### src/hdl/imgrot_pkg.sv
`timescale 1ns / 1ps
`default_nettype none

package imgrot_pkg;

   // Frame geometry
   localparam int MAX_DIM         = 64;
   localparam int MAX_CHANNELS    = 4;
   localparam int DIM_W           = $clog2(MAX_DIM);          // row / column index
   localparam int SIZE_W          = DIM_W + 1;                // size 1..MAX_DIM
   localparam int CH_W            = $clog2(MAX_CHANNELS);     // channel index
   localparam int CHCNT_W         = CH_W + 1;                 // channel count 1..MAX_CHANNELS
   localparam int PIX_W           = 2 * DIM_W;                // pixel index
   localparam int ADDR_W          = PIX_W + CH_W;             // sample address
   localparam int TOTAL_W         = ADDR_W + 1;               // sample count
   localparam int STORE_DEPTH     = MAX_DIM * MAX_DIM * MAX_CHANNELS;
   localparam int DATA_W          = 32;                       // sample port width
   localparam int SAMPLE_BITS_DEF = 32;

   // Configuration port
   localparam int CSR_IDX_W = 2;
   localparam int CSR_W     = 7;
   localparam logic [CSR_IDX_W-1:0] CSR_HEIGHT   = 2'd0;
   localparam logic [CSR_IDX_W-1:0] CSR_WIDTH    = 2'd1;
   localparam logic [CSR_IDX_W-1:0] CSR_ROTATION = 2'd2;
   localparam logic [CSR_IDX_W-1:0] CSR_CHANNELS = 2'd3;

   // Rotation codes
   localparam logic [1:0] ROT_90   = 2'd0;
   localparam logic [1:0] ROT_180  = 2'd1;
   localparam logic [1:0] ROT_270  = 2'd2;
   localparam logic [1:0] ROT_NONE = 2'd3;

   // Request modes
   localparam logic MODE_LOAD  = 1'b0;
   localparam logic MODE_FETCH = 1'b1;

   typedef struct packed {
      logic [SIZE_W-1:0]  height;   // clamped 1..MAX_DIM
      logic [SIZE_W-1:0]  width;    // clamped 1..MAX_DIM
      logic [CHCNT_W-1:0] chans;    // clamped 1..MAX_CHANNELS
      logic [1:0]         rot;
      logic [TOTAL_W-1:0] total;    // samples per frame
   } cfg_type;

   typedef struct packed {
      logic              is_load;
      logic [ADDR_W-1:0] load_addr;
      logic [DATA_W-1:0] data;
      logic [DIM_W-1:0]  src_r;
      logic [DIM_W-1:0]  src_c;
      logic [DIM_W-1:0]  row;
      logic [DIM_W-1:0]  col;
      logic [CH_W-1:0]   chan;
      logic              last;
   } s1_type;

   typedef struct packed {
      logic              is_load;
      logic [ADDR_W-1:0] load_addr;
      logic [DATA_W-1:0] data;
      logic [PIX_W-1:0]  pix;
      logic [DIM_W-1:0]  row;
      logic [DIM_W-1:0]  col;
      logic [CH_W-1:0]   chan;
      logic              last;
   } s2_type;

   function automatic logic [SIZE_W-1:0] clamp_dim(logic [SIZE_W-1:0] v);
      if (v == '0) begin
         return SIZE_W'(1);
      end else if (v > SIZE_W'(MAX_DIM)) begin
         return SIZE_W'(MAX_DIM);
      end
      return v;
   endfunction

   function automatic logic [CHCNT_W-1:0] clamp_chans(logic [CHCNT_W-1:0] v);
      if (v == '0) begin
         return CHCNT_W'(1);
      end else if (v > CHCNT_W'(MAX_CHANNELS)) begin
         return CHCNT_W'(MAX_CHANNELS);
      end
      return v;
   endfunction

   // Multiply by a channel count of 1..4 with shifts and at most one add
   function automatic logic [TOTAL_W-1:0] times_chans(logic [TOTAL_W-1:0] x,
                                                      logic [CHCNT_W-1:0] c);
      logic [TOTAL_W-1:0] r;
      case (c)
         CHCNT_W'(2): r = x << 1;
         CHCNT_W'(3): r = x + (x << 1);
         CHCNT_W'(4): r = x << 2;
         default:     r = x;
      endcase
      return r;
   endfunction

endpackage

`default_nettype wire

### src/hdl/imgrot_addr.sv
`timescale 1ns / 1ps
`default_nettype none

module imgrot_addr
   import imgrot_pkg::*;
(
   input  wire logic    clock,
   input  wire logic    reset,
   input  wire logic    adv,
   input  wire cfg_type cfg,
   input  wire logic    s1_valid,
   input  wire s1_type  s1,
   output logic         s2_valid,
   output s2_type       s2
);

   localparam int PROD_W = DIM_W + SIZE_W;

   logic [PROD_W-1:0] pix_wide;
   logic              s2_valid_ff;
   s2_type            s2_ff, s2_in;

   // source pixel index = row * width + column
   always_comb begin
      pix_wide        = PROD_W'(s1.src_r) * PROD_W'(cfg.width) + PROD_W'(s1.src_c);
      s2_in.is_load   = s1.is_load;
      s2_in.load_addr = s1.load_addr;
      s2_in.data      = s1.data;
      s2_in.pix       = pix_wide[PIX_W-1:0];
      s2_in.row       = s1.row;
      s2_in.col       = s1.col;
      s2_in.chan      = s1.chan;
      s2_in.last      = s1.last;
   end

   always_ff @(posedge clock) begin
      if (reset) begin
         s2_valid_ff <= 1'b0;
      end else if (adv) begin
         s2_valid_ff <= s1_valid;
      end
   end

   always_ff @(posedge clock) begin
      if (adv) begin
         s2_ff <= s2_in;
      end
   end

   assign s2_valid = s2_valid_ff;
   assign s2       = s2_ff;

endmodule

`default_nettype wire

### config.mk
export PLATFORM = sky130hd
export DESIGN_NAME = imgrot_addr
export DESIGN_NICKNAME = d
export VERILOG_FILES = /design/src/hdl/imgrot_pkg.sv /design/src/hdl/imgrot_addr.sv
export SDC_FILE = /design/constraint.sdc
export NUM_CORES = 1
export LEC_CHECK = 0
export BUFFER_PORTS_ARGS = -buffer_cell sky130_fd_sc_hd__buf_4
export CAP_MARGIN = 15
export CORE_MARGIN = 2
export CORE_UTILIZATION = 47
export CTS_BUF_LIST = sky130_fd_sc_hd__clkbuf_8
export DETAILED_ROUTE_END_ITERATION = 16
export PLACE_DENSITY = 0.84
export SYNTH_ARGS = -nofsm -noshare
export SYNTH_HDL_FRONTEND = slang
export SYNTH_SLANG_ARGS = --single-unit
### constraint.sdc
create_clock -name clock -period 5.35 [get_ports clock]
set_input_delay 0.2675 -clock clock [delete_from_list [all_inputs] [get_ports clock]]
set_output_delay 0.2675 -clock clock [all_outputs]
set_load 0.005 [all_outputs]
==> impl_metrics.env <==
export IMPL_gpl_final_weighted_congestion=0.819
export IMPL_path_clk_slew_ns=0.08
export IMPL_final_setup_skew_ns=0
export IMPL_ys_seq_elements=75
export IMPL_grt_pass1_vias=2505
export IMPL_layout_cell_area_non_filler_mm2=0.00523
export IMPL_static_power_due_to_leakage_nw=2.37
export IMPL_tritoncts_buffers=9
export IMPL_post_dp_cell_area_mm2=0.00502
export IMPL_detail_route_vias_per_cell=4.83
export IMPL_areaGrowthSynthToFinish_pct=41.2
export IMPL_cts_tree="done"
export IMPL_reg2reg_from="s2_valid$_SDFFE_PP0P_"
export IMPL_final_antenna_net_count=0
export IMPL_crit_start="cfg[23]"
export IMPL_ctsHoldBuffers=0
export IMPL_grt_first_pass_wirelength_um=13000
export IMPL_antenna_diode_count=0
export IMPL_setup_violations_final=0
export IMPL_drtPass1Iterations=4
export IMPL_core_area_mm2=0.00769
export IMPL_total_length_of_routed_wires_um=8380
export IMPL_die_area_mm2=0.00861
export IMPL_finalNetCount=569
export IMPL_whs_path_depth=2
export IMPL_die_w_um=92.8
export IMPL_grt_max_degree=76
export IMPL_clock_sink_count=75
export IMPL_drv_max_cap_violation_count=0
export IMPL_num_rows=32
export IMPL_critical_path_buf_inv_count=5
export IMPL_htreeDepth=3
export IMPL_num_vias=2467
export IMPL_post_layout_total_power_mw=1.81
export IMPL_worst_path_largest_cell_delay_ns=0.53
export IMPL_syn_num_nets=399
export IMPL_hold_path_startpoint="reset"
export IMPL_drc_errors=0
export IMPL_async_flop_share_pct=0
export IMPL_num_fill_cells=555
export IMPL_tns_ns=0
export IMPL_peakVddDrop_mv=0.167
export IMPL_kind_of_critical_path="input port to register"
export IMPL_worst_slew_pin_slew_ns=0.886
export IMPL_synth_main_ff_cell="edfxtp_1"
export IMPL_seq_total_area_yosys_pct=60.5
export IMPL_worstRegToRegCells=2
export IMPL_portBuffers=159
export IMPL_io_pins=187
export IMPL_synth_edf_count=74
export IMPL_worst_setup_path_start_kind="input port"
export IMPL_die_y_um=92.8
export IMPL_globalRouteOverflowTotal=0
export IMPL_grt_use_total_pct=19.9
export IMPL_worst_hold_path_type="input port to register"
export IMPL_family_with_the_most_delay_on_the_worst_path="adder cells"
export IMPL_relSlewSlack_pct=40.9
export IMPL_post_cts_setup_buffers=0
export IMPL_share_of_the_clock_period_used_by_the_worst_path_pct=75.9
export IMPL_cts_root_buffer="clkbuf_8"
export IMPL_syn_instance_count=234
export IMPL_clock_tree_buffer_depth=2
export IMPL_syn_cell_area_mm2=0.00370
export IMPL_cellPowerDensity_mw_per_mm2=347
export IMPL_timing_final_hold_violations=0
export IMPL_yosysUniqueCellTypes=26
export IMPL_yosys_warnings=0
export IMPL_crit_path_top_delay_cell="fa_1"
export IMPL_maxClockFrequency_mhz=246
export IMPL_avgRoutedWirePerCell_um=16.4
export IMPL_critical_path_endpoint_type="register"
export IMPL_finalWorstPathRequiredPeriod_ns=4.06
export IMPL_drive_above_1_share_pct=43.5
export IMPL_critical_path_depth=16
export IMPL_worst_path_max_fanout=6
export IMPL_clk_insertion_delay_late_ns=0.33
export IMPL_worst_endpoint_required_ns=5.44
export IMPL_critPathArrivalTime_ns=4.15
export IMPL_syn_mean_instance_area_um2=15.8
export IMPL_final_core_util_pct=68.0
export IMPL_detailedPlacementHpwl_um=6570
export IMPL_dr_first_iter_drc_count=77
export IMPL_critical_path_cell_chain="buf_4, and2_1, fa_1, inv_1, fa_1, inv_1, fa_1, inv_1, fa_1, inv_1, ha_1, and3_4, a2111oi_4, o21ai_1, a21oi_1, xnor2_1"
export IMPL_cts_resized_gates=0
export IMPL_initial_utilization_pct=48.2
export IMPL_report_final_slew_viol_count=0
export IMPL_outcome="finished clean"
export IMPL_grt_setup_unrepaired="no"
export IMPL_initial_antenna_violation_count=0
-- synthesized netlist by cell type, drive strengths merged (2+ instances only) --
cell	instances	area (um^2)
fa	23	460
nand3	3	15.0
o21a	2	15.0
xnor2	11	96.3
edfxtp	74	2220
inv	18	67.6
a21oi	6	30.0
and3	2	17.5
nor2	6	22.5
xor2	2	17.5
nor3	2	10.0
nand2	14	52.6
and2	30	190
ha	30	375
a21o	2	15.0
-- through the flow --
step / setup WS (ns) / hold WS (ns) / instances
floorplan: 1.25 / 0.340 / 234
global placement: 0.959 / 0.423 / 495
detailed placement: 0.920 / 0.434 / 495
CTS: 1.29 / 0.0660 / 511
global route: 1.12 / 0.0643 / 511
finish: 1.29 / 0.0827 / 511
-- final timing paths --
kind	slack, ns	to
setup / recovery	1.29	s2[25]$_DFFE_PP_
hold / removal	0.08	s2_valid$_SDFFE_PP0P_
setup reg to reg	4.74	s2_valid$_SDFFE_PP0P_
hold reg to reg	0.53	s2_valid$_SDFFE_PP0P_
-- area by class of cell --
| class | instances | area (um^2) | share of cell area, % |
|---|---|---|---|
| Multi-Input combinational cell | 141 | 1390 | 26.7 |
| Tap cell | 102 | 128 | 2.44 |
| Inverter | 18 | 67.6 | 1.29 |
| Sequential cell | 75 | 2240 | 42.9 |
| Clock buffer | 9 | 124 | 2.37 |
| Clock inverter | 7 | 81.3 | 1.56 |
| Timing Repair Buffer | 159 | 1190 | 22.8 |
-- cell families after synthesis --
family | share of synthesized area [%]
flops | 60.5
mux | 0.270
xor+xnor | 3.07
simple gates | 8.65
compound gates | 3.07
buf+inv | 1.82
fa+ha+maj | 22.6
-- power breakdown --
| group | total [mW] | switching, mW | internal (mW) |
|---|---|---|---|
| registers | 0.773 | 0.0217 | 0.752 |
| clock network | 0.443 | 0.221 | 0.222 |
| logic | 0.599 | 0.282 | 0.316 |
-- placed cells by master (no fill, tap or decap) --
cell / n
a2111oi_4: 1
a211oi_1: 1
a21o_1: 2
a21oi_1: 6
a31oi_1: 1
and2_1: 29
and2_4: 1
and3_1: 1
and3_4: 1
buf_4: 159
bufinv_16: 1
clkbuf_8: 9
clkinvlp_4: 3
dfxtp_1: 1
edfxtp_1: 74
fa_1: 23
ha_1: 30
inv_1: 18
inv_6: 2
inv_8: 1
mux2i_1: 1
nand2_1: 14
nand3_1: 3
nor2_1: 6
nor2b_1: 1
nor3_1: 2
nor4_1: 1
o21a_1: 2
o21ai_1: 1
o21bai_1: 1
xnor2_1: 11
xor2_1: 2
-- sequential cells by signal, summed over array words and instances, names as in the netlist --
register	count
s2	74
s2_valid	1
-- per-layer routing --
| metal | part of all wire (%) | track usage (%) | up-vias |
|---|---|---|---|
| met5 | 0 | 0 | - |
| met4 | 1.6 | 5.76 | 0 |
| met3 | 8.2 | 5.53 | 10 |
| met2 | 54 | 35.5 | 101 |
| met1 | 36 | 23.4 | 1192 |
| li1 | - | - | 1164 |
Power figures use the tool's default switching activity.
