<file path="config.mk">
export PLATFORM = sky130hd
export DESIGN_NAME = imgrot_seq
export DESIGN_NICKNAME = d
export VERILOG_FILES = /design/src/hdl/imgrot_pkg.sv /design/src/hdl/imgrot_seq.sv
export SDC_FILE = /design/constraint.sdc
export NUM_CORES = 1
export LEC_CHECK = 0
export BUFFER_PORTS_ARGS = -buffer_cell sky130_fd_sc_hd__buf_4
export CAP_MARGIN = 15
export CORE_MARGIN = 3
export CORE_UTILIZATION = 45
export DETAILED_ROUTE_END_ITERATION = 16
export PLACE_DENSITY_LB_ADDON = 0.25
export SYNTH_ARGS = -nofsm -noshare
export SYNTH_HDL_FRONTEND = slang
export SYNTH_SLANG_ARGS = --single-unit
export TNS_END_PERCENT = 10
</file>
<file path="constraint.sdc">
create_clock -name clock -period 10.4 [get_ports clock]
set_clock_uncertainty 0.1 [all_clocks]
set_input_delay 1.04 -clock clock [delete_from_list [all_inputs] [get_ports clock]]
set_output_delay 1.04 -clock clock [all_outputs]
set_load 0.01 [all_outputs]
</file>
<file path="src/hdl/imgrot_pkg.sv">
`timescale 1ns / 1ps
`default_nettype none

package imgrot_pkg;

   // Frame geometry
   localparam int MAX_DIM         = 64;
   localparam int MAX_CHANNELS    = 4;
   localparam int DIM_W           = $clog2(MAX_DIM);          // row / column index
   localparam int SIZE_W          = DIM_W + 1;                // size 1..MAX_DIM
   localparam int CH_W            = $clog2(MAX_CHANNELS);     // channel index
   localparam int CHCNT_W         = CH_W + 1;                 // channel count 1..MAX_CHANNELS
   localparam int PIX_W           = 2 * DIM_W;                // pixel index
   localparam int ADDR_W          = PIX_W + CH_W;             // sample address
   localparam int TOTAL_W         = ADDR_W + 1;               // sample count
   localparam int STORE_DEPTH     = MAX_DIM * MAX_DIM * MAX_CHANNELS;
   localparam int DATA_W          = 32;                       // sample port width
   localparam int SAMPLE_BITS_DEF = 32;

   // Configuration port
   localparam int CSR_IDX_W = 2;
   localparam int CSR_W     = 7;
   localparam logic [CSR_IDX_W-1:0] CSR_HEIGHT   = 2'd0;
   localparam logic [CSR_IDX_W-1:0] CSR_WIDTH    = 2'd1;
   localparam logic [CSR_IDX_W-1:0] CSR_ROTATION = 2'd2;
   localparam logic [CSR_IDX_W-1:0] CSR_CHANNELS = 2'd3;

   // Rotation codes
   localparam logic [1:0] ROT_90   = 2'd0;
   localparam logic [1:0] ROT_180  = 2'd1;
   localparam logic [1:0] ROT_270  = 2'd2;
   localparam logic [1:0] ROT_NONE = 2'd3;

   // Request modes
   localparam logic MODE_LOAD  = 1'b0;
   localparam logic MODE_FETCH = 1'b1;

   typedef struct packed {
      logic [SIZE_W-1:0]  height;   // clamped 1..MAX_DIM
      logic [SIZE_W-1:0]  width;    // clamped 1..MAX_DIM
      logic [CHCNT_W-1:0] chans;    // clamped 1..MAX_CHANNELS
      logic [1:0]         rot;
      logic [TOTAL_W-1:0] total;    // samples per frame
   } cfg_type;

   typedef struct packed {
      logic              is_load;
      logic [ADDR_W-1:0] load_addr;
      logic [DATA_W-1:0] data;
      logic [DIM_W-1:0]  src_r;
      logic [DIM_W-1:0]  src_c;
      logic [DIM_W-1:0]  row;
      logic [DIM_W-1:0]  col;
      logic [CH_W-1:0]   chan;
      logic              last;
   } s1_type;

   typedef struct packed {
      logic              is_load;
      logic [ADDR_W-1:0] load_addr;
      logic [DATA_W-1:0] data;
      logic [PIX_W-1:0]  pix;
      logic [DIM_W-1:0]  row;
      logic [DIM_W-1:0]  col;
      logic [CH_W-1:0]   chan;
      logic              last;
   } s2_type;

   function automatic logic [SIZE_W-1:0] clamp_dim(logic [SIZE_W-1:0] v);
      if (v == '0) begin
         return SIZE_W'(1);
      end else if (v > SIZE_W'(MAX_DIM)) begin
         return SIZE_W'(MAX_DIM);
      end
      return v;
   endfunction

   function automatic logic [CHCNT_W-1:0] clamp_chans(logic [CHCNT_W-1:0] v);
      if (v == '0) begin
         return CHCNT_W'(1);
      end else if (v > CHCNT_W'(MAX_CHANNELS)) begin
         return CHCNT_W'(MAX_CHANNELS);
      end
      return v;
   endfunction

   // Multiply by a channel count of 1..4 with shifts and at most one add
   function automatic logic [TOTAL_W-1:0] times_chans(logic [TOTAL_W-1:0] x,
                                                      logic [CHCNT_W-1:0] c);
      logic [TOTAL_W-1:0] r;
      case (c)
         CHCNT_W'(2): r = x << 1;
         CHCNT_W'(3): r = x + (x << 1);
         CHCNT_W'(4): r = x << 2;
         default:     r = x;
      endcase
      return r;
   endfunction

endpackage

`default_nettype wire

</file>
<file path="src/hdl/imgrot_seq.sv">
`timescale 1ns / 1ps
`default_nettype none

module imgrot_seq
   import imgrot_pkg::*;
(
   input  wire logic              clock,
   input  wire logic              reset,
   input  wire cfg_type           cfg,
   input  wire logic              adv,
   input  wire logic              take,
   input  wire logic              req_mode,
   input  wire logic [DATA_W-1:0] req_sample_in,
   output logic                   s1_valid,
   output s1_type                 s1
);

   logic [ADDR_W-1:0]  load_count_ff, load_count_in;
   logic [DIM_W-1:0]   row_ff, row_in;
   logic [DIM_W-1:0]   col_ff, col_in;
   logic [CH_W-1:0]    chan_ff, chan_in;
   logic               s1_valid_ff, s1_valid_in;
   s1_type             s1_ff, s1_in;

   logic [ADDR_W-1:0]  load_idx;
   logic [TOTAL_W-1:0] load_nxt;
   logic [SIZE_W-1:0]  out_h, out_w;
   logic               restart, is_fetch, is_load;
   logic [DIM_W-1:0]   row, col;
   logic [CH_W-1:0]    chan;
   logic               row_last, col_last, chan_last;
   logic [SIZE_W-1:0]  src_r, src_c;

   always_comb begin
      is_load  = take && (req_mode == MODE_LOAD);
      is_fetch = take && (req_mode == MODE_FETCH) && (cfg.rot != ROT_NONE);

      // load counter, restarted if the frame shrank
      load_idx = (TOTAL_W'(load_count_ff) >= cfg.total) ? '0 : load_count_ff;
      load_nxt = TOTAL_W'(load_idx) + TOTAL_W'(1);
      load_count_in = load_count_ff;
      if (is_load) begin
         load_count_in = (load_nxt >= cfg.total) ? '0 : load_nxt[ADDR_W-1:0];
      end

      // output geometry
      out_h = (cfg.rot == ROT_180) ? cfg.height : cfg.width;
      out_w = (cfg.rot == ROT_180) ? cfg.width  : cfg.height;
      restart = (SIZE_W'(row_ff) >= out_h) || (SIZE_W'(col_ff) >= out_w) ||
                (CHCNT_W'(chan_ff) >= cfg.chans);
      row  = restart ? '0 : row_ff;
      col  = restart ? '0 : col_ff;
      chan = restart ? '0 : chan_ff;

      row_last  = (SIZE_W'(row)   == out_h - SIZE_W'(1));
      col_last  = (SIZE_W'(col)   == out_w - SIZE_W'(1));
      chan_last = (CHCNT_W'(chan) == cfg.chans - CHCNT_W'(1));

      case (cfg.rot)
         ROT_90: begin
            src_r = cfg.height - SIZE_W'(1) - SIZE_W'(col);
            src_c = SIZE_W'(row);
         end
         ROT_180: begin
            src_r = cfg.height - SIZE_W'(1) - SIZE_W'(row);
            src_c = cfg.width  - SIZE_W'(1) - SIZE_W'(col);
         end
         default: begin
            src_r = SIZE_W'(col);
            src_c = cfg.width - SIZE_W'(1) - SIZE_W'(row);
         end
      endcase

      row_in  = row_ff;
      col_in  = col_ff;
      chan_in = chan_ff;
      if (is_fetch) begin
         chan_in = chan_last ? '0 : chan + CH_W'(1);
         col_in  = chan_last ? (col_last ? '0 : col + DIM_W'(1)) : col;
         row_in  = (chan_last && col_last) ? (row_last ? '0 : row + DIM_W'(1)) : row;
      end

      s1_valid_in     = is_load || is_fetch;
      s1_in.is_load   = is_load;
      s1_in.load_addr = load_idx;
      s1_in.data      = req_sample_in;
      s1_in.src_r     = src_r[DIM_W-1:0];
      s1_in.src_c     = src_c[DIM_W-1:0];
      s1_in.row       = row;
      s1_in.col       = col;
      s1_in.chan      = chan;
      s1_in.last      = row_last && col_last && chan_last;
   end

   always_ff @(posedge clock) begin
      if (reset) begin
         load_count_ff <= '0;
         row_ff        <= '0;
         col_ff        <= '0;
         chan_ff       <= '0;
         s1_valid_ff   <= 1'b0;
      end else begin
         load_count_ff <= load_count_in;
         row_ff        <= row_in;
         col_ff        <= col_in;
         chan_ff       <= chan_in;
         if (adv) begin
            s1_valid_ff <= s1_valid_in;
         end
      end
   end

   always_ff @(posedge clock) begin
      if (adv) begin
         s1_ff <= s1_in;
      end
   end

   assign s1_valid = s1_valid_ff;
   assign s1       = s1_ff;

endmodule

`default_nettype wire

</file>
==> flow_metrics.tcl <==
set metrics [dict create \
    status "complete, no violations" \
    utilization_pct 56.7 \
    max-vdd-ir-drop_uv 75.9 \
    synthXorXnorAreaFrac_pct 6.13 \
    relSlewSlack_pct 34.2 \
    dr_wl_met2_mm 8.78 \
    cts_resized 0 \
    leakage_uw 0.00366 \
    fin_nets 955 \
    final_common_cell "buf_4" \
    worst_pin_slew_ns 0.987 \
    crit_slowest_cell "a2111oi_0" \
    synth_top_family_by_area "simple AND/OR/NAND/NOR gates" \
    crit_path_max_fanout 8 \
    diodes 0 \
    synth-seq-cells 103 \
    critPathMaxStageDelay_ns 0.38 \
    synth_mux_area_share_pct 3.38 \
    critical_path_class "input port to register" \
    cts-buffers-inserted 9 \
    clkTransAtPathRegs_ns 0.08 \
    postLayoutCellArea_um2 8370 \
    track_usage_pct 21.3 \
    tritoncts "done" \
    rrSetupSlack_ns 4.66 \
    drive_above_1_share_pct 23.0 \
    core_um2 14800 \
    cts_hold_buf 0 \
    holdWs_ns 0.382 \
    fin_crit_ns 6.09 \
    chipHeight_um 130 \
    reg2reg_from "load_count_ff[0]" \
    synth-edff-count 74 \
    min_path_type "register to register" \
    reg2reg_to "load_count_ff[2]" \
    grt_max_degree 77 \
    fmax_ghz 0.164 \
    wl_met3_mm 1.28 \
    syn_to_final_growth_pct 21.6 \
    start_util_pct 46.6 \
    netlist_area_um2 6880 \
    maxSlewViolCount 0 \
    synth.net_count 829 \
    routed-via-count 5832 \
    power_density_nw_per_um2 121 \
    gp_congestion 0.929 \
    crit_top_cell "a21o_1" \
    io_buffer_count 145 \
    pre_cts_slack_ns 3.83 \
    synth_top_flop_cell "edfxtp_1" \
    dieArea_um2 16800 \
    hold_path_end "s1_valid" \
    ys_seq_area_share_pct 40.7 \
    dr.max_layer_used "met4" \
    htreeDepth 3 \
    grt_overflow 0 \
    drcViolationCount 0 \
    grt_first_pass_wirelength_mm 28.4 \
    cp.required_ns 10.54 \
    place_hpwl_mm 13.7 \
    wl_met1_mm 7.50 \
    synthCells 695 \
    wl_mm 18.0 \
    root_buffer "clkbuf_16" \
    chipWidth_um 130 \
    yosys.area_share.adder_pct 11.7 \
    cts_buffer_depth 2 \
    finalSetupViolCount 0 \
    cap_violations 0 \
    rows 44 \
    post_cts_buffers 0 \
    path_cells "buf_4, ha_1, nand2b_1, a21o_1, a21o_1, a21o_1, a21o_1, a211oi_1, o211ai_1, a21oi_1, ha_1, and2_1, nand2_1, xor2_1, nor2_1, ha_1, a2111oi_0, o21ai_0, a31oi_1, o211ai_1, buf_4, a2111o_1, o311ai_0" \
    drtIter0Drc 500 \
    clkLatencyLatePin_ns 0.35 \
    yosysWarnings 0 \
    endpoint_kind "register" \
    ff2ff_path_depth 23 \
    fin_crit_sh_pct 58.6 \
    place_area_um2 8050 \
    startpoint_type "input port" \
    ant_nets 0 \
    hold_depth 2 \
    vias_per_cell 5.77 \
    tns_ns 0 \
    synthDistinctLibCells 78 \
    layout_setup_ws_ns 4.31 \
    avgSynthCellArea_um2 9.90 \
    critPathArrivalTime_ns 6.23 \
    rsz0062_at_grt "false" \
    synth_compound_area_share_pct 16.2 \
    finalHoldViolations 0 \
    async_reset_ff_share_pct 0 \
    synth-simple-area-share_pct 16.8 \
    worstHoldStart "s1_valid" \
    wl_per_cell_um 17.8 \
    final_cell_mix "147 x buf_4, 74 x edfxtp_1, 61 x ha_1" \
    grt_pass1_vias 5689 \
    cts_sinks 103 \
    grt_antenna_before_repair 0 \
    first_pass_iters 5 \
    io_pins 146 \
]
==> worst max path at each step <==
stage / startpoint / to / depth (start not counted)
2_1_floorplan: cfg[0] / load_count_ff[2] / 24
6_report: cfg[0] / load_count_ff[2] / 23
5_1_grt: cfg[0] / load_count_ff[2] / 23
4_1_cts: cfg[0] / load_count_ff[2] / 22
3_3_place_gp: cfg[0] / load_count_ff[2] / 23
3_5_place_dp: cfg[0] / load_count_ff[2] / 22
==> sequential cells by signal, indices dropped and copies added (netlist names) <==
name and count:
row_ff 6, col_ff 6, s1 74, s1_valid 1
load_count_ff 14, chan_ff 2
==> stage by stage <==
step | total power [uW] | cells
2_1_floorplan | 584 | 695
3_3_place_gp | 660 | 993
3_5_place_dp | 665 | 993
4_1_cts | 1020 | 1009
5_1_grt | 1050 | 1010
6_report | 1010 | 1010
==> layer usage <==
| metal | up-vias | track usage [%] |
|---|---|---|
| li1 | 2780 | - |
| met1 | 2775 | 26.9 |
| met2 | 244 | 36.3 |
| met3 | 33 | 3.42 |
| met4 | 0 | 8.56 |
| met5 | - | 0 |
==> cells in the mapped netlist (all sizes together), types with 6 or more instances <==
master  instances  area (um^2)
edfxtp         74         2220
ha             61          763
nand2          61          234
inv            53          199
nor2           52          205
a21oi          44          220
o21ai          36          180
dfxtp          29          581
clkbuf         26         97.6
nand3          24          120
xnor2          22          193
xor2           21          184
nor2b          19          119
mux2i          18          221
a21o           15          113
nor3           13         70.1
and3           11         73.8
o31ai          11         82.6
nand2b          9         63.8
nand4           9         56.3
a211oi          6         50.1
a31oi           6         37.5
buf             6         56.3
==> critical path: cells and delay by family <==
kind	cells	cell delay [ns]
compound gates	13	3.21
fa+ha+maj	3	0.86
simple gates	4	0.55
buf+inv	2	0.40
xor+xnor	1	0.20
==> area by class of cell <==
cell class	instances	area [um^2]
clock inverter	5	62.6
clock buffer	11	243
sequential	103	2800
fill	1316	6390
timing repair buffer	147	1100
multi-input combinational	507	3730
inverter	53	199
tap	184	230
==> power by group <==
group	total (uW)	internal [uW]	leakage (uW)	switching [uW]
Combinational	187	85.0	0.00253	102
Clock	354	196	0.000153	158
Sequential	469	462	0.000972	7.04
Total	1010	744	0.00366	266
==> logic make-up (layout without fill, tap and decap cells) <==
group	Yosys count	count (layout)
flops	103	103
fa+ha+maj	63	63
simple gates	224	224
mux	19	19
compound gates	156	156
xor+xnor	45	45
buf+inv	85	216
(Power assumes the default switching activity.)
