## src/hdl/imgrot_pkg.sv

```systemverilog
`timescale 1ns / 1ps
`default_nettype none

package imgrot_pkg;

   // Frame geometry
   localparam int MAX_DIM         = 64;
   localparam int MAX_CHANNELS    = 4;
   localparam int DIM_W           = $clog2(MAX_DIM);          // row / column index
   localparam int SIZE_W          = DIM_W + 1;                // size 1..MAX_DIM
   localparam int CH_W            = $clog2(MAX_CHANNELS);     // channel index
   localparam int CHCNT_W         = CH_W + 1;                 // channel count 1..MAX_CHANNELS
   localparam int PIX_W           = 2 * DIM_W;                // pixel index
   localparam int ADDR_W          = PIX_W + CH_W;             // sample address
   localparam int TOTAL_W         = ADDR_W + 1;               // sample count
   localparam int STORE_DEPTH     = MAX_DIM * MAX_DIM * MAX_CHANNELS;
   localparam int DATA_W          = 32;                       // sample port width
   localparam int SAMPLE_BITS_DEF = 32;

   // Configuration port
   localparam int CSR_IDX_W = 2;
   localparam int CSR_W     = 7;
   localparam logic [CSR_IDX_W-1:0] CSR_HEIGHT   = 2'd0;
   localparam logic [CSR_IDX_W-1:0] CSR_WIDTH    = 2'd1;
   localparam logic [CSR_IDX_W-1:0] CSR_ROTATION = 2'd2;
   localparam logic [CSR_IDX_W-1:0] CSR_CHANNELS = 2'd3;

   // Rotation codes
   localparam logic [1:0] ROT_90   = 2'd0;
   localparam logic [1:0] ROT_180  = 2'd1;
   localparam logic [1:0] ROT_270  = 2'd2;
   localparam logic [1:0] ROT_NONE = 2'd3;

   // Request modes
   localparam logic MODE_LOAD  = 1'b0;
   localparam logic MODE_FETCH = 1'b1;

   typedef struct packed {
      logic [SIZE_W-1:0]  height;   // clamped 1..MAX_DIM
      logic [SIZE_W-1:0]  width;    // clamped 1..MAX_DIM
      logic [CHCNT_W-1:0] chans;    // clamped 1..MAX_CHANNELS
      logic [1:0]         rot;
      logic [TOTAL_W-1:0] total;    // samples per frame
   } cfg_type;

   typedef struct packed {
      logic              is_load;
      logic [ADDR_W-1:0] load_addr;
      logic [DATA_W-1:0] data;
      logic [DIM_W-1:0]  src_r;
      logic [DIM_W-1:0]  src_c;
      logic [DIM_W-1:0]  row;
      logic [DIM_W-1:0]  col;
      logic [CH_W-1:0]   chan;
      logic              last;
   } s1_type;

   typedef struct packed {
      logic              is_load;
      logic [ADDR_W-1:0] load_addr;
      logic [DATA_W-1:0] data;
      logic [PIX_W-1:0]  pix;
      logic [DIM_W-1:0]  row;
      logic [DIM_W-1:0]  col;
      logic [CH_W-1:0]   chan;
      logic              last;
   } s2_type;

   function automatic logic [SIZE_W-1:0] clamp_dim(logic [SIZE_W-1:0] v);
      if (v == '0) begin
         return SIZE_W'(1);
      end else if (v > SIZE_W'(MAX_DIM)) begin
         return SIZE_W'(MAX_DIM);
      end
      return v;
   endfunction

   function automatic logic [CHCNT_W-1:0] clamp_chans(logic [CHCNT_W-1:0] v);
      if (v == '0) begin
         return CHCNT_W'(1);
      end else if (v > CHCNT_W'(MAX_CHANNELS)) begin
         return CHCNT_W'(MAX_CHANNELS);
      end
      return v;
   endfunction

   // Multiply by a channel count of 1..4 with shifts and at most one add
   function automatic logic [TOTAL_W-1:0] times_chans(logic [TOTAL_W-1:0] x,
                                                      logic [CHCNT_W-1:0] c);
      logic [TOTAL_W-1:0] r;
      case (c)
         CHCNT_W'(2): r = x << 1;
         CHCNT_W'(3): r = x + (x << 1);
         CHCNT_W'(4): r = x << 2;
         default:     r = x;
      endcase
      return r;
   endfunction

endpackage

`default_nettype wire

```

## src/hdl/imgrot_csr.sv

```systemverilog
`timescale 1ns / 1ps
`default_nettype none

module imgrot_csr
   import imgrot_pkg::*;
(
   input  wire logic                 clock,
   input  wire logic                 reset,
   input  wire logic                 csr_write_en,
   input  wire logic [CSR_IDX_W-1:0] csr_index,
   input  wire logic [CSR_W-1:0]     csr_wdata,
   output cfg_type                   cfg
);

   localparam logic [TOTAL_W-1:0] TOTAL_RST = TOTAL_W'(MAX_DIM * MAX_DIM);

   logic [SIZE_W-1:0]  height_ff, height_in;
   logic [SIZE_W-1:0]  width_ff,  width_in;
   logic [CHCNT_W-1:0] chans_ff,  chans_in;
   logic [1:0]         rot_ff,    rot_in;
   logic [TOTAL_W-1:0] total_ff,  total_in;
   logic [TOTAL_W-1:0] area;

   // Sizes are held clamped; the frame size follows each write.
   always_comb begin
      height_in = height_ff;
      width_in  = width_ff;
      chans_in  = chans_ff;
      rot_in    = rot_ff;
      if (csr_write_en) begin
         case (csr_index)
            CSR_HEIGHT:   height_in = clamp_dim(csr_wdata[SIZE_W-1:0]);
            CSR_WIDTH:    width_in  = clamp_dim(csr_wdata[SIZE_W-1:0]);
            CSR_ROTATION: rot_in    = csr_wdata[1:0];
            CSR_CHANNELS: chans_in  = clamp_chans(csr_wdata[CHCNT_W-1:0]);
            default: ;
         endcase
      end
      area     = TOTAL_W'(height_in) * TOTAL_W'(width_in);
      total_in = times_chans(area, chans_in);
   end

   always_ff @(posedge clock) begin
      if (reset) begin
         height_ff <= SIZE_W'(MAX_DIM);
         width_ff  <= SIZE_W'(MAX_DIM);
         chans_ff  <= CHCNT_W'(1);
         rot_ff    <= ROT_90;
         total_ff  <= TOTAL_RST;
      end else begin
         height_ff <= height_in;
         width_ff  <= width_in;
         chans_ff  <= chans_in;
         rot_ff    <= rot_in;
         total_ff  <= total_in;
      end
   end

   assign cfg.height = height_ff;
   assign cfg.width  = width_ff;
   assign cfg.chans  = chans_ff;
   assign cfg.rot    = rot_ff;
   assign cfg.total  = total_ff;

endmodule

`default_nettype wire

```

## config.mk

```make
export PLATFORM = sky130hd
export DESIGN_NAME = imgrot_csr
export DESIGN_NICKNAME = d
export VERILOG_FILES = /design/src/hdl/imgrot_pkg.sv /design/src/hdl/imgrot_csr.sv
export SDC_FILE = /design/constraint.sdc
export NUM_CORES = 1
export LEC_CHECK = 0
export ABC_AREA = 1
export BUFFER_PORTS_ARGS = -buffer_cell sky130_fd_sc_hd__buf_2
export CAP_MARGIN = 20
export CORE_MARGIN = 2
export CORE_UTILIZATION = 35
export CTS_CLUSTER_DIAMETER = 50
export DETAILED_ROUTE_END_ITERATION = 16
export PLACE_DENSITY = 0.64
export SYNTH_ARGS = -nofsm -noshare
export SYNTH_HDL_FRONTEND = slang
export SYNTH_SLANG_ARGS = --single-unit
```

## constraint.sdc

```tcl
create_clock -name clock -period 9.3 [get_ports clock]
set_input_delay 1.86 -clock clock [delete_from_list [all_inputs] [get_ports clock]]
set_output_delay 1.86 -clock clock [all_outputs]
set_load 0.05 [all_outputs]
```

==> Flow_metrics.wiki, run 1 <==
{| class="wikitable"
! Metric !! Value
|-
| Share of the cycle needed by the critical path after routing || 84.26%
|-
| Sequential element share of the synthesized area || 16.89%
|-
| End-of-flow core utilization || 40.26%
|-
| TritonCTS Buffers || 5
|-
| Hold depth || 2
|-
| Wire length of the first global-routing pass || 18.23 mm
|-
| Hold/Removal Path Class || flop to flop
|-
| Placer Congestion || 0.9245
|-
| Clk sinks || 34
|-
| Clock tree from TritonCTS || done
|-
| Effective utilization at floorplan || 35.60%
|-
| Remaining global-route overflow || 0
|-
| Net Count, Synth || 693
|-
| Avg Synthesized Cell Area || 6.596 sq um
|-
| Detailed router's first-iteration violation count || 269
|-
| Number of failing setup endpoints in the final timing report || 0
|-
| Number of nets with antenna violations after routing || 0
|-
| Yosys warning count || 0
|-
| Cell chosen for the clock root || sky130_fd_sc_hd__clkbuf_16
|-
| Maximum buffer depth of the clock tree || 2
|-
| Cell row count || 39
|-
| Setup repair after global routing missed its margin || false
|-
| Status || finished, final reports clean
|-
| Global routing usage on met2 || 29.23%
|-
| Max Transition Viols Final || 0
|-
| Launching point of the worst reg2reg path || width_ff[6]
|-
| Maximum cell stage delay along the critical path || 0.59 ns
|-
| Achievable Freq || 0.1276 GHz
|-
| Worst vdd rail ir drop || 0.06535 mV
|-
| Met3 routing resource usage after global routing || 2.132%
|-
| Slew Limit Headroom || 51.76%
|-
| Total of hold buffers inserted after clock tree synthesis || 0
|-
| Area grow syn2layout || 13.10%
|-
| Cell at the slowest stage of the critical path || sky130_fd_sc_hd__o21ai_0
|-
| Cell count after synthesis || 611
|-
| Clock-pin transition on the worst setup and hold timing paths || 0.06 ns
|-
| Nets || 739
|-
| Crit path arrival time || 7.98 ns
|-
| Floorplan die height || 111.3 microns
|-
| Critical Setup Path Class || input pin to flop
|-
| Skew-Pair Late Insertion Delay || 0.28 ns
|-
| Skew final || 0.008654 ns
|-
| Time the worst path needs with I/O delays and setup || 7.836 ns
|-
| Logic depth of the worst register-to-register path || 25
|-
| Hold Fails Final Rpt || 0
|-
| Highest net fanout along the worst path || 8
|-
| Placed wire-length estimate after detailed placement || 8.665 mm
|-
| CORE AREA || 11320 sq um
|-
| Kind of end point of the critical path || flop
|-
| Total iterations of the first detailed-routing run || 5
|-
| Most used routing layer in global routing || met2
|-
| Required time at the worst-slack endpoint || 9.44 ns
|-
| Die area || 12390 sq um
|-
| Number of antenna violations at the first check in global routing || 0
|-
| Count of port buffers added during placement || 45
|-
| Worst Setup Start Kind || input pin
|-
| Max-capacitance violation count || 0
|-
| Total via count in the routed design || 3970
|-
| Most used cell along the critical path || sky130_fd_sc_hd__nand2_1
|-
| Share of the synthesized area in the top cell type || 17.23%
|-
| Critical Path Start || csr_write_en
|-
| Most used standard cells in the synthesized netlist || sky130_fd_sc_hd__nand2_1, sky130_fd_sc_hd__inv_1, sky130_fd_sc_hd__nor2_1
|-
| Residual DRC || 0
|-
| Asr flop ratio synth || 0%
|-
| Top Family by Delay on Critical Path || adder cells
|-
| Drt via density || 4.963
|-
| Critical path buffer and inverter count || 7
|-
| EDFF count, synth || 0
|-
| Most numerous cell in the Yosys netlist || sky130_fd_sc_hd__nand2_1
|-
| Worst Hold Launch || rot_ff[0]
|-
| Met1 layer usage reported by global route || 24.58%
|-
| Die width || 111.3 microns
|-
| Layout fillers || 1213
|-
| WL/cell || 13.34 microns
|-
| Number of global-route vias before repair || 3862
|-
| Distinct cell type count after synthesis || 36
|-
| Top Ports || 46
|-
| Most area-hungry cell type in the Yosys netlist || sky130_fd_sc_hd__nand2_1
|-
| H-tree level count || 2
|-
| Postcts setup bufs || 0
|-
| Count of state elements after synthesis || 34
|-
| Actual slew at the worst max-slew pin || 0.7160 ns
|-
| Ranking of synthesized cells by area || sky130_fd_sc_hd__nand2_1, sky130_fd_sc_hd__dfxtp_1, sky130_fd_sc_hd__ha_1
|-
| Post-detailed-routing wire length || 10.67 mm
|-
| Pin count of the biggest net entering global routing || 23
|-
| Ant diodes || 0
|-
| Synthesized cell area || 4030 sq um
|-
| Fraction of final layout cells with drive strength greater than 1 || 12.33%
|-
| Final sum of negative setup slack || 0 ns
|-
| Most instantiated flip-flop cell in the synthesis netlist || sky130_fd_sc_hd__dfxtp_1
|-
| Leakage power summed over all cells || 2.653 nW
|-
| Global-route total usage across every layer || 17.58%
|-
| WP depth || 30
|-
| Total of cells resized after clock tree synthesis || 0
|-
| Cell area power density || 108.6 nW/um^2
|}
routing by layer:
layer	wire length, microns	part of all wire, %
met5	0	0
met3	507	4.8
met2	4926	46
met1	5118	48
met4	119	1.1
path summary, 6_finish.rpt:
kind	endpoint	slack [ns]
worst max-delay path	total_ff[14]	1.46
worst min register to register	rot_ff[0]	0.55
worst max register to register	total_ff[14]	3.31
worst min-delay path	rot_ff[0]	0.55
power breakdown:
| group | internal (W) | switching [W] |
|---|---|---|
| combinational | 0.0000433 | 0.000105 |
| clock | 0.000132 | 0.0000598 |
| sequential | 0.000152 | 0.00000230 |
cell families (layout without fill, tap and decap cells):
kind of cell	Yosys count	count (layout)	synth area share, %
and+or+nand+nor	327	327	34.80
buffers and inverters	107	153	10.52
adders and majority gates	70	70	26.39
AOI/OAI and AO/OA	63	63	9.221
DFF	34	34	16.89
xor gates and xnor gates	10	10	2.173
layout by cell type (no fill, tap or decap), types with 2 or more instances in the layout:
cell and n:
sky130_fd_sc_hd__buf_2 45, sky130_fd_sc_hd__inv_2 5, sky130_fd_sc_hd__fa_1 25, sky130_fd_sc_hd__dfxtp_1 34, sky130_fd_sc_hd__nor2_1 79, sky130_fd_sc_hd__nand4_1 5
sky130_fd_sc_hd__o211ai_1 3, sky130_fd_sc_hd__nor2_4 2, sky130_fd_sc_hd__ha_1 45, sky130_fd_sc_hd__xnor2_1 4, sky130_fd_sc_hd__nand3_1 31, sky130_fd_sc_hd__a22oi_1 3
sky130_fd_sc_hd__or2_2 3, sky130_fd_sc_hd__clkbuf_16 5, sky130_fd_sc_hd__nand3b_1 2, sky130_fd_sc_hd__o21ai_0 12, sky130_fd_sc_hd__nand2_2 4, sky130_fd_sc_hd__a21oi_1 29
sky130_fd_sc_hd__o21ai_1 5, sky130_fd_sc_hd__inv_1 96, sky130_fd_sc_hd__xor2_1 6, sky130_fd_sc_hd__nor3_1 4, sky130_fd_sc_hd__o21ai_2 2, sky130_fd_sc_hd__o21bai_1 4
sky130_fd_sc_hd__nand2_1 185, sky130_fd_sc_hd__nand3_2 7
worst min-delay path, delay by kind of cell, from the launching register on:
family,cells,cell delay [ns]
flops,1,0.32
compound gates,2,0.19
registers in the layout, indices dropped and copies added, names as in the netlist:
signal	flops
total_ff	15
width_ff	7
height_ff	7
chans_ff	3
rot_ff	2
final cells by class:
| type | instances | area (sq um) | share of cell area, % |
|---|---|---|---|
| multi-input combinational | 470 | 2925 | 64.18 |
| sequential | 34 | 680.7 | 14.93 |
| inverter | 101 | 379.1 | 8.317 |
| timing repair buffer | 45 | 225.2 | 4.941 |
| tap | 143 | 178.9 | 3.925 |
| clock buffer | 6 | 138.9 | 3.047 |
| clock inverter | 1 | 30.03 | 0.6588 |
through the flow:
step / instances / power (W) / cell area (sq um) / hold WS (ns) / setup slack [ns]
2_1_floorplan: 611 / 0.0002681 / 4030 / 0.7535 / 2.301
3_3_place_gp: 793 / 0.0003024 / 4389 / 0.5144 / 1.241
3_5_place_dp: 793 / 0.0003043 / 4389 / 0.5343 / 1.236
4_1_cts: 800 / 0.0004986 / 4558 / 0.5480 / 1.523
5_1_grt: 800 / 0.0005235 / 4558 / 0.5777 / 0.8853
6_report: 800 / 0.0004948 / 4558 / 0.5453 / 1.464
No activity file was read; power rests on OpenSTA's default activity.
==> inputs of run 2 (changes only) <==
- ABC_AREA: 1 -> 0
- PLACE_DENSITY: 0.64 -> 0.67
- clock period: 9.3 -> 6.8 ns (I/O delays scaled with it)
==> run 2 against run 1 <==
Effect of this change:
- sequential share of layout area is 1.6 points lower
- clock skew is 0.0023 ns higher
- setup slack worse by 1.5 ns
- core utilization is 12 points higher
- design area is 12% higher
- largest power group unchanged
==> Flow_metrics.wiki, run 2 <==
{| class="wikitable"
! Metric !! Value
|-
| Worst vdd rail ir drop || 0.08594 mV (+32%)
|-
| Number of nets with antenna violations after routing || 0 (unchanged)
|-
| Post-layout worst setup margin || 0.01117 ns (-1.453 ns)
|-
| Hold Fails Final Rpt || 0 (unchanged)
|-
| Part of the total power dissipated in combinational logic || 31.1% (+1.1 points)
|-
| Register with the highest flop count || total_ff
|-
| Met1 layer usage reported by global route || 22.44% (-2.1 points)
|-
| Residual DRC || 0 (unchanged)
|-
| Cells after DPL || 658 (-17%)
|-
| Cell count after synthesis || 428 (-30%)
|-
| Global routing usage on met2 || 30.46% (+1.2 points)
|-
| Max Transition Viols Final || 0 (unchanged)
|-
| Largest register FFs || 15 (unchanged)
|-
| Critical Setup Path Class || input pin to flop
|-
| TritonCTS Buffers || 5 (unchanged)
|-
| Switching power total || 0.0002003 W (+20%)
|-
| Global-route total usage across every layer || 17.61% (+0.030 points)
|-
| Number of standard cells in the layout, taps in and fillers out || 678 (-15%)
|-
| CORE AREA || 9864 sq um (-13%)
|-
| Ant diodes || 0 (unchanged)
|-
| Clock tree from TritonCTS || done
|-
| Status || finished, final reports clean
|-
| Detailed router's first-iteration violation count || 131 (-51%)
|-
| EDFF count, synth || 0 (unchanged)
|-
| WL/cell || 14.37 microns (+7.7%)
|-
| Cell chosen for the clock root || sky130_fd_sc_hd__clkbuf_8
|-
| Nets || 626 (-15%)
|-
| Share of the cycle needed by the critical path after routing || 99.84%
|-
| Pre-CTS setup slack || -0.4592 ns (-1.695 ns)
|-
| Most instantiated flip-flop cell in the synthesis netlist || sky130_fd_sc_hd__dfxtp_1
|-
| Clock Power Share || 37.0% (-1.8 points)
|-
| Die area || 11090 sq um (-11%)
|-
| Most used standard cells in the synthesized netlist || sky130_fd_sc_hd__nor2_1, sky130_fd_sc_hd__ha_1, sky130_fd_sc_hd__dfxtp_1
|-
| Net Count, Synth || 510 (-26%)
|-
| Critical Path Start || csr_index[0]
|-
| Pin count of the biggest net entering global routing || 36 (+57%)
|-
| Slew Limit Headroom || 34.88% (-17 points)
|-
| Yosys warning count || 0 (unchanged)
|-
| Sequential cell area || 680.7 sq um (unchanged)
|-
| Placer Congestion || 0.8845 (-4.3%)
|-
| Number of global-route vias before repair || 3510 (-9.1%)
|-
| Area grow syn2layout || 42.58%
|-
| Total iterations of the first detailed-routing run || 4 (-1)
|-
| Floorplan die height || 105.3 microns (-5.4%)
|-
| Most used routing layer in global routing || met2
|-
| Hold/Removal Path Class || flop to flop
|-
| Kind of end point of the critical path || flop
|-
| Die width || 105.3 microns (-5.4%)
|-
| Top library cells by usage in the layout, fill and taps aside || sky130_fd_sc_hd__nor2_1, sky130_fd_sc_hd__buf_4, sky130_fd_sc_hd__buf_2
|-
| Cell row count || 36 (-7.7%)
|-
| Internal power || 0.0004516 W (+38%)
|-
| Most area-hungry cell type in the Yosys netlist || sky130_fd_sc_hd__dfxtp_1
|-
| Max-capacitance violation count || 0 (unchanged)
|-
| Total of hold buffers inserted after clock tree synthesis || 0 (unchanged)
|-
| Fraction of final layout cells with drive strength greater than 1 || 39.63% (+27 points)
|-
| Synthesized cell area || 3591 sq um (-11%)
|-
| Count of port buffers added during placement || 45 (unchanged)
|-
| Skew-Pair Late Insertion Delay || 0.30 ns (+0.02 ns)
|-
| Total via count in the routed design || 3423 (-14%)
|-
| Number of failing setup endpoints in the final timing report || 0 (unchanged)
|-
| Layout fillers || 878 (-28%)
|-
| Setup repair after global routing missed its margin || true
|-
| Worst Hold Launch || chans_ff[1]
|-
| H-tree level count || 2 (unchanged)
|-
| Time the worst path needs with I/O delays and setup || 6.789 ns
|-
| Clk sinks || 34 (unchanged)
|-
| Skew final || 0.01095 ns (+0.002297 ns)
|-
| Met3 routing resource usage after global routing || 2.288% (+0.16 points)
|-
| Placed wire-length estimate after detailed placement || 7.573 mm (-13%)
|-
| Post-detailed-routing wire length || 9.744 mm (-8.7%)
|-
| Total power draw || 0.0006519 W (+32%)
|-
| Drt via density || 5.049 (+1.7%)
|-
| Avg Synthesized Cell Area || 8.390 sq um (+27%)
|-
| Required time at the worst-slack endpoint || 6.95 ns (-2.49 ns)
|-
| Top Ports || 46 (unchanged)
|-
| Most numerous cell in the Yosys netlist || sky130_fd_sc_hd__nor2_1
|-
| Worst hold-check slack || 0.4871 ns (-0.05821 ns)
|-
| Sequential element share of the synthesized area || 18.95% (+2.1 points)
|-
| Effective utilization at floorplan || 36.40% (+0.80 points)
|-
| Maximum buffer depth of the clock tree || 2 (unchanged)
|-
| Share of the synthesized area in the top cell type || 18.95% (+1.7 points)
|-
| Achievable Freq || 0.1473 GHz
|-
| Distinct cell type count after synthesis || 55 (+53%)
|-
| Count of state elements after synthesis || 34 (unchanged)
|-
| Leakage power summed over all cells || 2.383 nW (-10%)
|-
| Clock-pin transition on the worst setup and hold timing paths || 0.08 ns (+0.02 ns)
|-
| Ranking of synthesized cells by area || sky130_fd_sc_hd__dfxtp_1, sky130_fd_sc_hd__ha_1, sky130_fd_sc_hd__fa_1
|-
| Final sum of negative setup slack || 0 ns (unchanged)
|-
| Largest registers || total_ff (15), height_ff (7), width_ff (7)
|-
| Cell area power density || 127.3 nW/um^2 (+17%)
|-
| Worst Setup Start Kind || input pin
|-
| Actual slew at the worst max-slew pin || 0.9733 ns (+0.2573 ns)
|-
| Footprint of the multi-input gates || 3186 sq um (+8.9%)
|-
| Highest net fanout along the worst path || 7 (-1)
|-
| Net switching share of the total power || 30.73% (-3.1 points)
|-
| Launching point of the worst reg2reg path || height_ff[0]
|-
| Crit path arrival time || 6.94 ns (-1.04 ns)
|-
| Asr flop ratio synth || 0% (unchanged)
|-
| Wire length of the first global-routing pass || 16.13 mm (-12%)
|-
| Number of antenna violations at the first check in global routing || 0 (unchanged)
|-
| Remaining global-route overflow || 0 (unchanged)
|-
| Register share of total power || 31.9% (+0.7 points)
|}
## run 2: changes by cell type in the layout (fill, tap and decap cells not counted), sizes merged, moves of 5 or more
cell | previous run | this run
nor2 | 82 | 76
o21ai | 20 | 15
nand2 | 190 | 23
buf | 45 | 121
a21oi | 29 | 34
inv | 101 | 29
a222oi | 0 | 6
nand3 | 39 | 9
nand2b | 0 | 12
xnor2 | 4 | 15
or2 | 3 | 18
mux2i | 0 | 6
## run 2: worst max-delay path, stage by stage
cell and delay [ns]:
sky130_fd_sc_hd__buf_6 0.09, sky130_fd_sc_hd__or3b_4 0.41, sky130_fd_sc_hd__buf_12 0.16, sky130_fd_sc_hd__nor2_4 0.12
sky130_fd_sc_hd__a21oi_4 0.04, sky130_fd_sc_hd__or2_4 0.23, sky130_fd_sc_hd__fa_1 0.50, sky130_fd_sc_hd__fa_1 0.54
sky130_fd_sc_hd__inv_2 0.04, sky130_fd_sc_hd__fa_1 0.49, sky130_fd_sc_hd__inv_2 0.04, sky130_fd_sc_hd__fa_1 0.49
sky130_fd_sc_hd__inv_2 0.05, sky130_fd_sc_hd__ha_4 0.29, sky130_fd_sc_hd__o21a_1 0.13, sky130_fd_sc_hd__o31a_4 0.17
sky130_fd_sc_hd__o21a_1 0.18, sky130_fd_sc_hd__nor2_4 0.07, sky130_fd_sc_hd__xnor2_4 0.27, sky130_fd_sc_hd__ha_4 0.26
sky130_fd_sc_hd__buf_4 0.13, sky130_fd_sc_hd__buf_4 0.14, sky130_fd_sc_hd__a31oi_1 0.12, sky130_fd_sc_hd__o21ai_1 0.09
sky130_fd_sc_hd__xor2_1 0.15, sky130_fd_sc_hd__a221oi_2 0.24, sky130_fd_sc_hd__a211oi_1 0.12
## run 2: worst paths after layout
path | slack [ns] | cells past startpoint | endpoint
min | 0.49 | 2 | chans_ff[1]
max reg2reg | 1.43 | 24 | total_ff[13]
max | 0.01 | 27 | total_ff[13]
min reg2reg | 0.49 | 2 | chans_ff[1]
## run 2: area by class of cell
cell class,instances,area share (%)
multi-input cells,353,62.22
clock inverters,2,1.173
well taps,133,3.250
clock buffers,6,1.613
repair buffers,121,16.28
flip-flops and latches,34,13.29
inverters,29,2.175
## run 2: cells by family after synthesis
group / after synthesis / share of synthesized area [%]
mux: 7 / 2.091
flops: 34 / 18.95
fa+ha+maj: 70 / 29.62
buf+inv: 41 / 4.530
simple gates: 165 / 22.37
xor+xnor: 20 / 4.878
compound gates: 91 / 17.56
## run 2: routing by layer
layer  wire length (microns)  up-vias
met1                    4240     1625
met2                    4959       63
li1                        -     1716
met4                     245        0
met3                     298       19
met5                       0        -
## run 2: power by group through the flow
stage	Combinational [W]	Clock (W)	Sequential [W]
2_1_floorplan	0.0000954	0	0.000234
3_3_place_gp	0.000174	0	0.000213
3_5_place_dp	0.000178	0	0.000213
4_1_cts	0.000184	0.000245	0.000208
5_1_grt	0.000220	0.000256	0.000209
6_report	0.000203	0.000241	0.000208
## run 2: repair_timing
item	CTS	global route
endpoints found under the setup margin	3	7
buffers inserted	3	9
pin swaps	4	37
resized for setup	4	57
## run 2: through the flow
step	util, %	instance area [sq um]
6_report	51.90	5120
3_3_place_gp	46.41	4578
5_1_grt	51.90	5120
4_1_cts	48.30	4765
2_1_floorplan	-	3764
3_5_place_dp	46.41	4578
==> inputs of run 3 (changes only) <==
- PLACE_DENSITY: 0.67 -> 0.57
==> run 3 against run 2 <==
Effect of this change:
- the run now ends with negative setup slack left
- maximum frequency fell by 1.2%
- first-iteration DRC count rose by 5.3%
- clock skew fell by 0.0016 ns
- hold slack barely moved
==> Flow_metrics.wiki, run 3 (synthesized netlist as in run 2, its figures left out) <==
{| class="wikitable"
! Metric !! Value
|-
| Status || finished, violations left
|-
| Violated checks || negative setup slack
|-
| Count of port buffers added during placement || 45 (unchanged)
|-
| Largest register FFs || 15 (unchanged)
|-
| Total via count in the routed design || 3475 (+1.5%)
|-
| Maximum cell stage delay along the critical path || 0.52 ns (-0.02 ns)
|-
| Skew final || 0.009323 ns (-0.001628 ns)
|-
| Worst vdd rail ir drop || 0.06856 mV (-20%)
|-
| H-tree level count || 2 (unchanged)
|-
| Ant diodes || 0 (unchanged)
|-
| Worst hold-check slack || 0.4874 ns (+0.0002600 ns)
|-
| Placed wire-length estimate after detailed placement || 7.679 mm (+1.4%)
|-
| Setup repair after global routing missed its margin || true
|-
| Most used cell along the critical path || sky130_fd_sc_hd__fa_1
|-
| Cell area power density || 115.4 nW/um^2 (-9.4%)
|-
| Most common cell after layout, fill and taps aside || sky130_fd_sc_hd__buf_4
|-
| Time the worst path needs with I/O delays and setup || 6.874 ns (+0.08527 ns)
|-
| Max-capacitance violation count || 0 (unchanged)
|-
| Cells after DPL || 664 (+0.91%)
|-
| Detailed router's first-iteration violation count || 138 (+5.3%)
|-
| Top Ports || 46 (unchanged)
|-
| Top library cells by usage in the layout, fill and taps aside || sky130_fd_sc_hd__buf_4, sky130_fd_sc_hd__nor2_1, sky130_fd_sc_hd__buf_2
|-
| Total of hold buffers inserted after clock tree synthesis || 0 (unchanged)
|-
| Global-route total usage across every layer || 17.88% (+0.27 points)
|-
| Hold/Removal Path Class || flop to flop
|-
| Number of antenna violations at the first check in global routing || 0 (unchanged)
|-
| Skew-Pair Late Insertion Delay || 0.30 ns (about the same)
|-
| Placer Congestion || 0.8300 (-6.2%)
|-
| Share of the cycle needed by the critical path after routing || 101.1% (+1.3 points)
|-
| WL/cell || 14.80 microns (+3.0%)
|-
| Area grow syn2layout || 43.00%
|-
| Internal reg-to-reg setup slack || 1.30 ns (-0.13 ns)
|-
| Largest registers || total_ff (15), height_ff (7), width_ff (7)
|-
| Number of nets with antenna violations after routing || 0 (unchanged)
|-
| Total iterations of the first detailed-routing run || 5 (+1)
|-
| Max Transition Viols Final || 0 (unchanged)
|-
| Highest net fanout along the worst path || 8 (+1)
|-
| Cell chosen for the clock root || sky130_fd_sc_hd__clkbuf_8
|-
| Clk sinks || 34 (unchanged)
|-
| Hold Fails Final Rpt || 0 (unchanged)
|-
| Clock-pin transition on the worst setup and hold timing paths || 0.09 ns (about the same)
|-
| Die width || 105.3 microns (unchanged)
|-
| Effective utilization at floorplan || 36.40% (unchanged)
|-
| Slew Limit Headroom || 29.63% (-5.2 points)
|-
| Crit path arrival time || 7.09 ns (+0.15 ns)
|-
| Number of failing setup endpoints in the final timing report || 2 (+2)
|-
| Wire length of the first global-routing pass || 16.25 mm (+0.77%)
|-
| Fraction of final layout cells with drive strength greater than 1 || 39.38% (-0.25 points)
|-
| Critical path buffer and inverter count || 6 (-1)
|-
| Register with the highest flop count || total_ff
|-
| Number of global-route vias before repair || 3492 (-0.51%)
|-
| Achievable Freq || 0.1455 GHz (-1.2%)
|-
| Nets || 632 (+0.96%)
|-
| Pre-CTS setup slack || -0.4762 ns (-0.01693 ns)
|-
| Actual slew at the worst max-slew pin || 1.049 ns (+0.07594 ns)
|-
| End-of-flow core utilization || 52.05% (+0.15 points)
|-
| Cell at the slowest stage of the critical path || sky130_fd_sc_hd__fa_1
|-
| Cell row count || 36 (unchanged)
|-
| TritonCTS Buffers || 5 (unchanged)
|-
| Top Family by Delay on Critical Path || adder cells
|-
| Required time at the worst-slack endpoint || 7.01 ns (+0.06 ns)
|-
| Floorplan die height || 105.3 microns (unchanged)
|-
| Post-detailed-routing wire length || 10.13 mm (+3.9%)
|-
| Clock tree from TritonCTS || done
|-
| Worst Setup Start Kind || input pin
|-
| Leakage power summed over all cells || 2.413 nW (+1.3%)
|-
| Remaining global-route overflow || 0 (unchanged)
|-
| CORE AREA || 9864 sq um (unchanged)
|-
| Kind of end point of the critical path || flop
|-
| Residual DRC || 0 (unchanged)
|-
| Drt via density || 5.080 (+0.63%)
|-
| Critical Setup Path Class || input pin to flop
|-
| Post-layout worst setup margin || -0.07410 ns (-0.08527 ns)
|-
| Die area || 11090 sq um (unchanged)
|-
| Pin count of the biggest net entering global routing || 36 (unchanged)
|-
| Number of standard cells in the layout, taps in and fillers out || 684 (+0.88%)
|-
| Maximum buffer depth of the clock tree || 2 (unchanged)
|}
==> run 3: what timing repair did <==
item,CTS,global route
pin swaps,2,32
endpoints found under the setup margin,4,7
buffers inserted,1,11
gates resized for setup,6,57
==> run 3: metrics by stage <==
step	power [W]	instance area, sq um	TNS, ns
4_1_cts	0.0005711	4756	-0.03957
3_3_place_gp	0.0003937	4616	-1.681
6_report	0.0005923	5135	-0.09260
2_1_floorplan	0.0003297	3764	-0.05216
3_5_place_dp	0.0003958	4616	-1.878
5_1_grt	0.0006216	5135	-0.8672
==> run 3: cell type report <==
cell class / count / area, sq um
multi-input cells: 353 / 3182
well taps: 133 / 166.4
repair buffers: 127 / 902.1
flip-flops and latches: 34 / 680.7
inverters: 29 / 108.9
fillers: 912 / 4730
clock inverters: 2 / 12.51
clock buffers: 6 / 82.58
==> run 3: power by group <==
part,total (W),internal [W],switching (W)
sequential,0.000208,0.000205,0.00000310
clock,0.000170,0.0000817,0.0000885
combinational,0.000214,0.0000976,0.000116
==> run 3: worst register-to-register path, cell delays in order, from the launching register on <==
cell and delay, ns:
sky130_fd_sc_hd__dfxtp_1 0.32, sky130_fd_sc_hd__a21oi_1 0.32, sky130_fd_sc_hd__or2_4 0.20, sky130_fd_sc_hd__fa_1 0.44, sky130_fd_sc_hd__fa_1 0.55, sky130_fd_sc_hd__inv_2 0.04, sky130_fd_sc_hd__fa_1 0.48, sky130_fd_sc_hd__inv_1 0.05
sky130_fd_sc_hd__fa_1 0.49, sky130_fd_sc_hd__inv_2 0.05, sky130_fd_sc_hd__ha_4 0.28, sky130_fd_sc_hd__nand3_4 0.08, sky130_fd_sc_hd__o22ai_4 0.24, sky130_fd_sc_hd__buf_6 0.14, sky130_fd_sc_hd__o21ai_4 0.06, sky130_fd_sc_hd__nor3b_2 0.18
sky130_fd_sc_hd__a211o_1 0.24, sky130_fd_sc_hd__ha_4 0.25, sky130_fd_sc_hd__a21oi_2 0.11, sky130_fd_sc_hd__o21ai_1 0.07, sky130_fd_sc_hd__a31oi_1 0.15, sky130_fd_sc_hd__o21ai_1 0.10, sky130_fd_sc_hd__xor2_1 0.22, sky130_fd_sc_hd__a221oi_2 0.08
sky130_fd_sc_hd__a211oi_1 0.27
==> run 3: final timing paths <==
check | to | cells past startpoint | from
worst max-delay path | total_ff[13] | 27 | csr_index[0]
worst min-delay path | chans_ff[2] | 2 | chans_ff[2]
worst max register to register | total_ff[13] | 24 | width_ff[3]
worst min register to register | chans_ff[2] | 2 | chans_ff[2]
==> run 3: layer usage <==
metal	vias up	global-route usage (%)	wire length [microns]
met5	-	0	0
met4	0	3.238	75
met3	8	2.412	323
met2	66	31.01	5004
met1	1672	23.90	4723
li1	1729	-	-
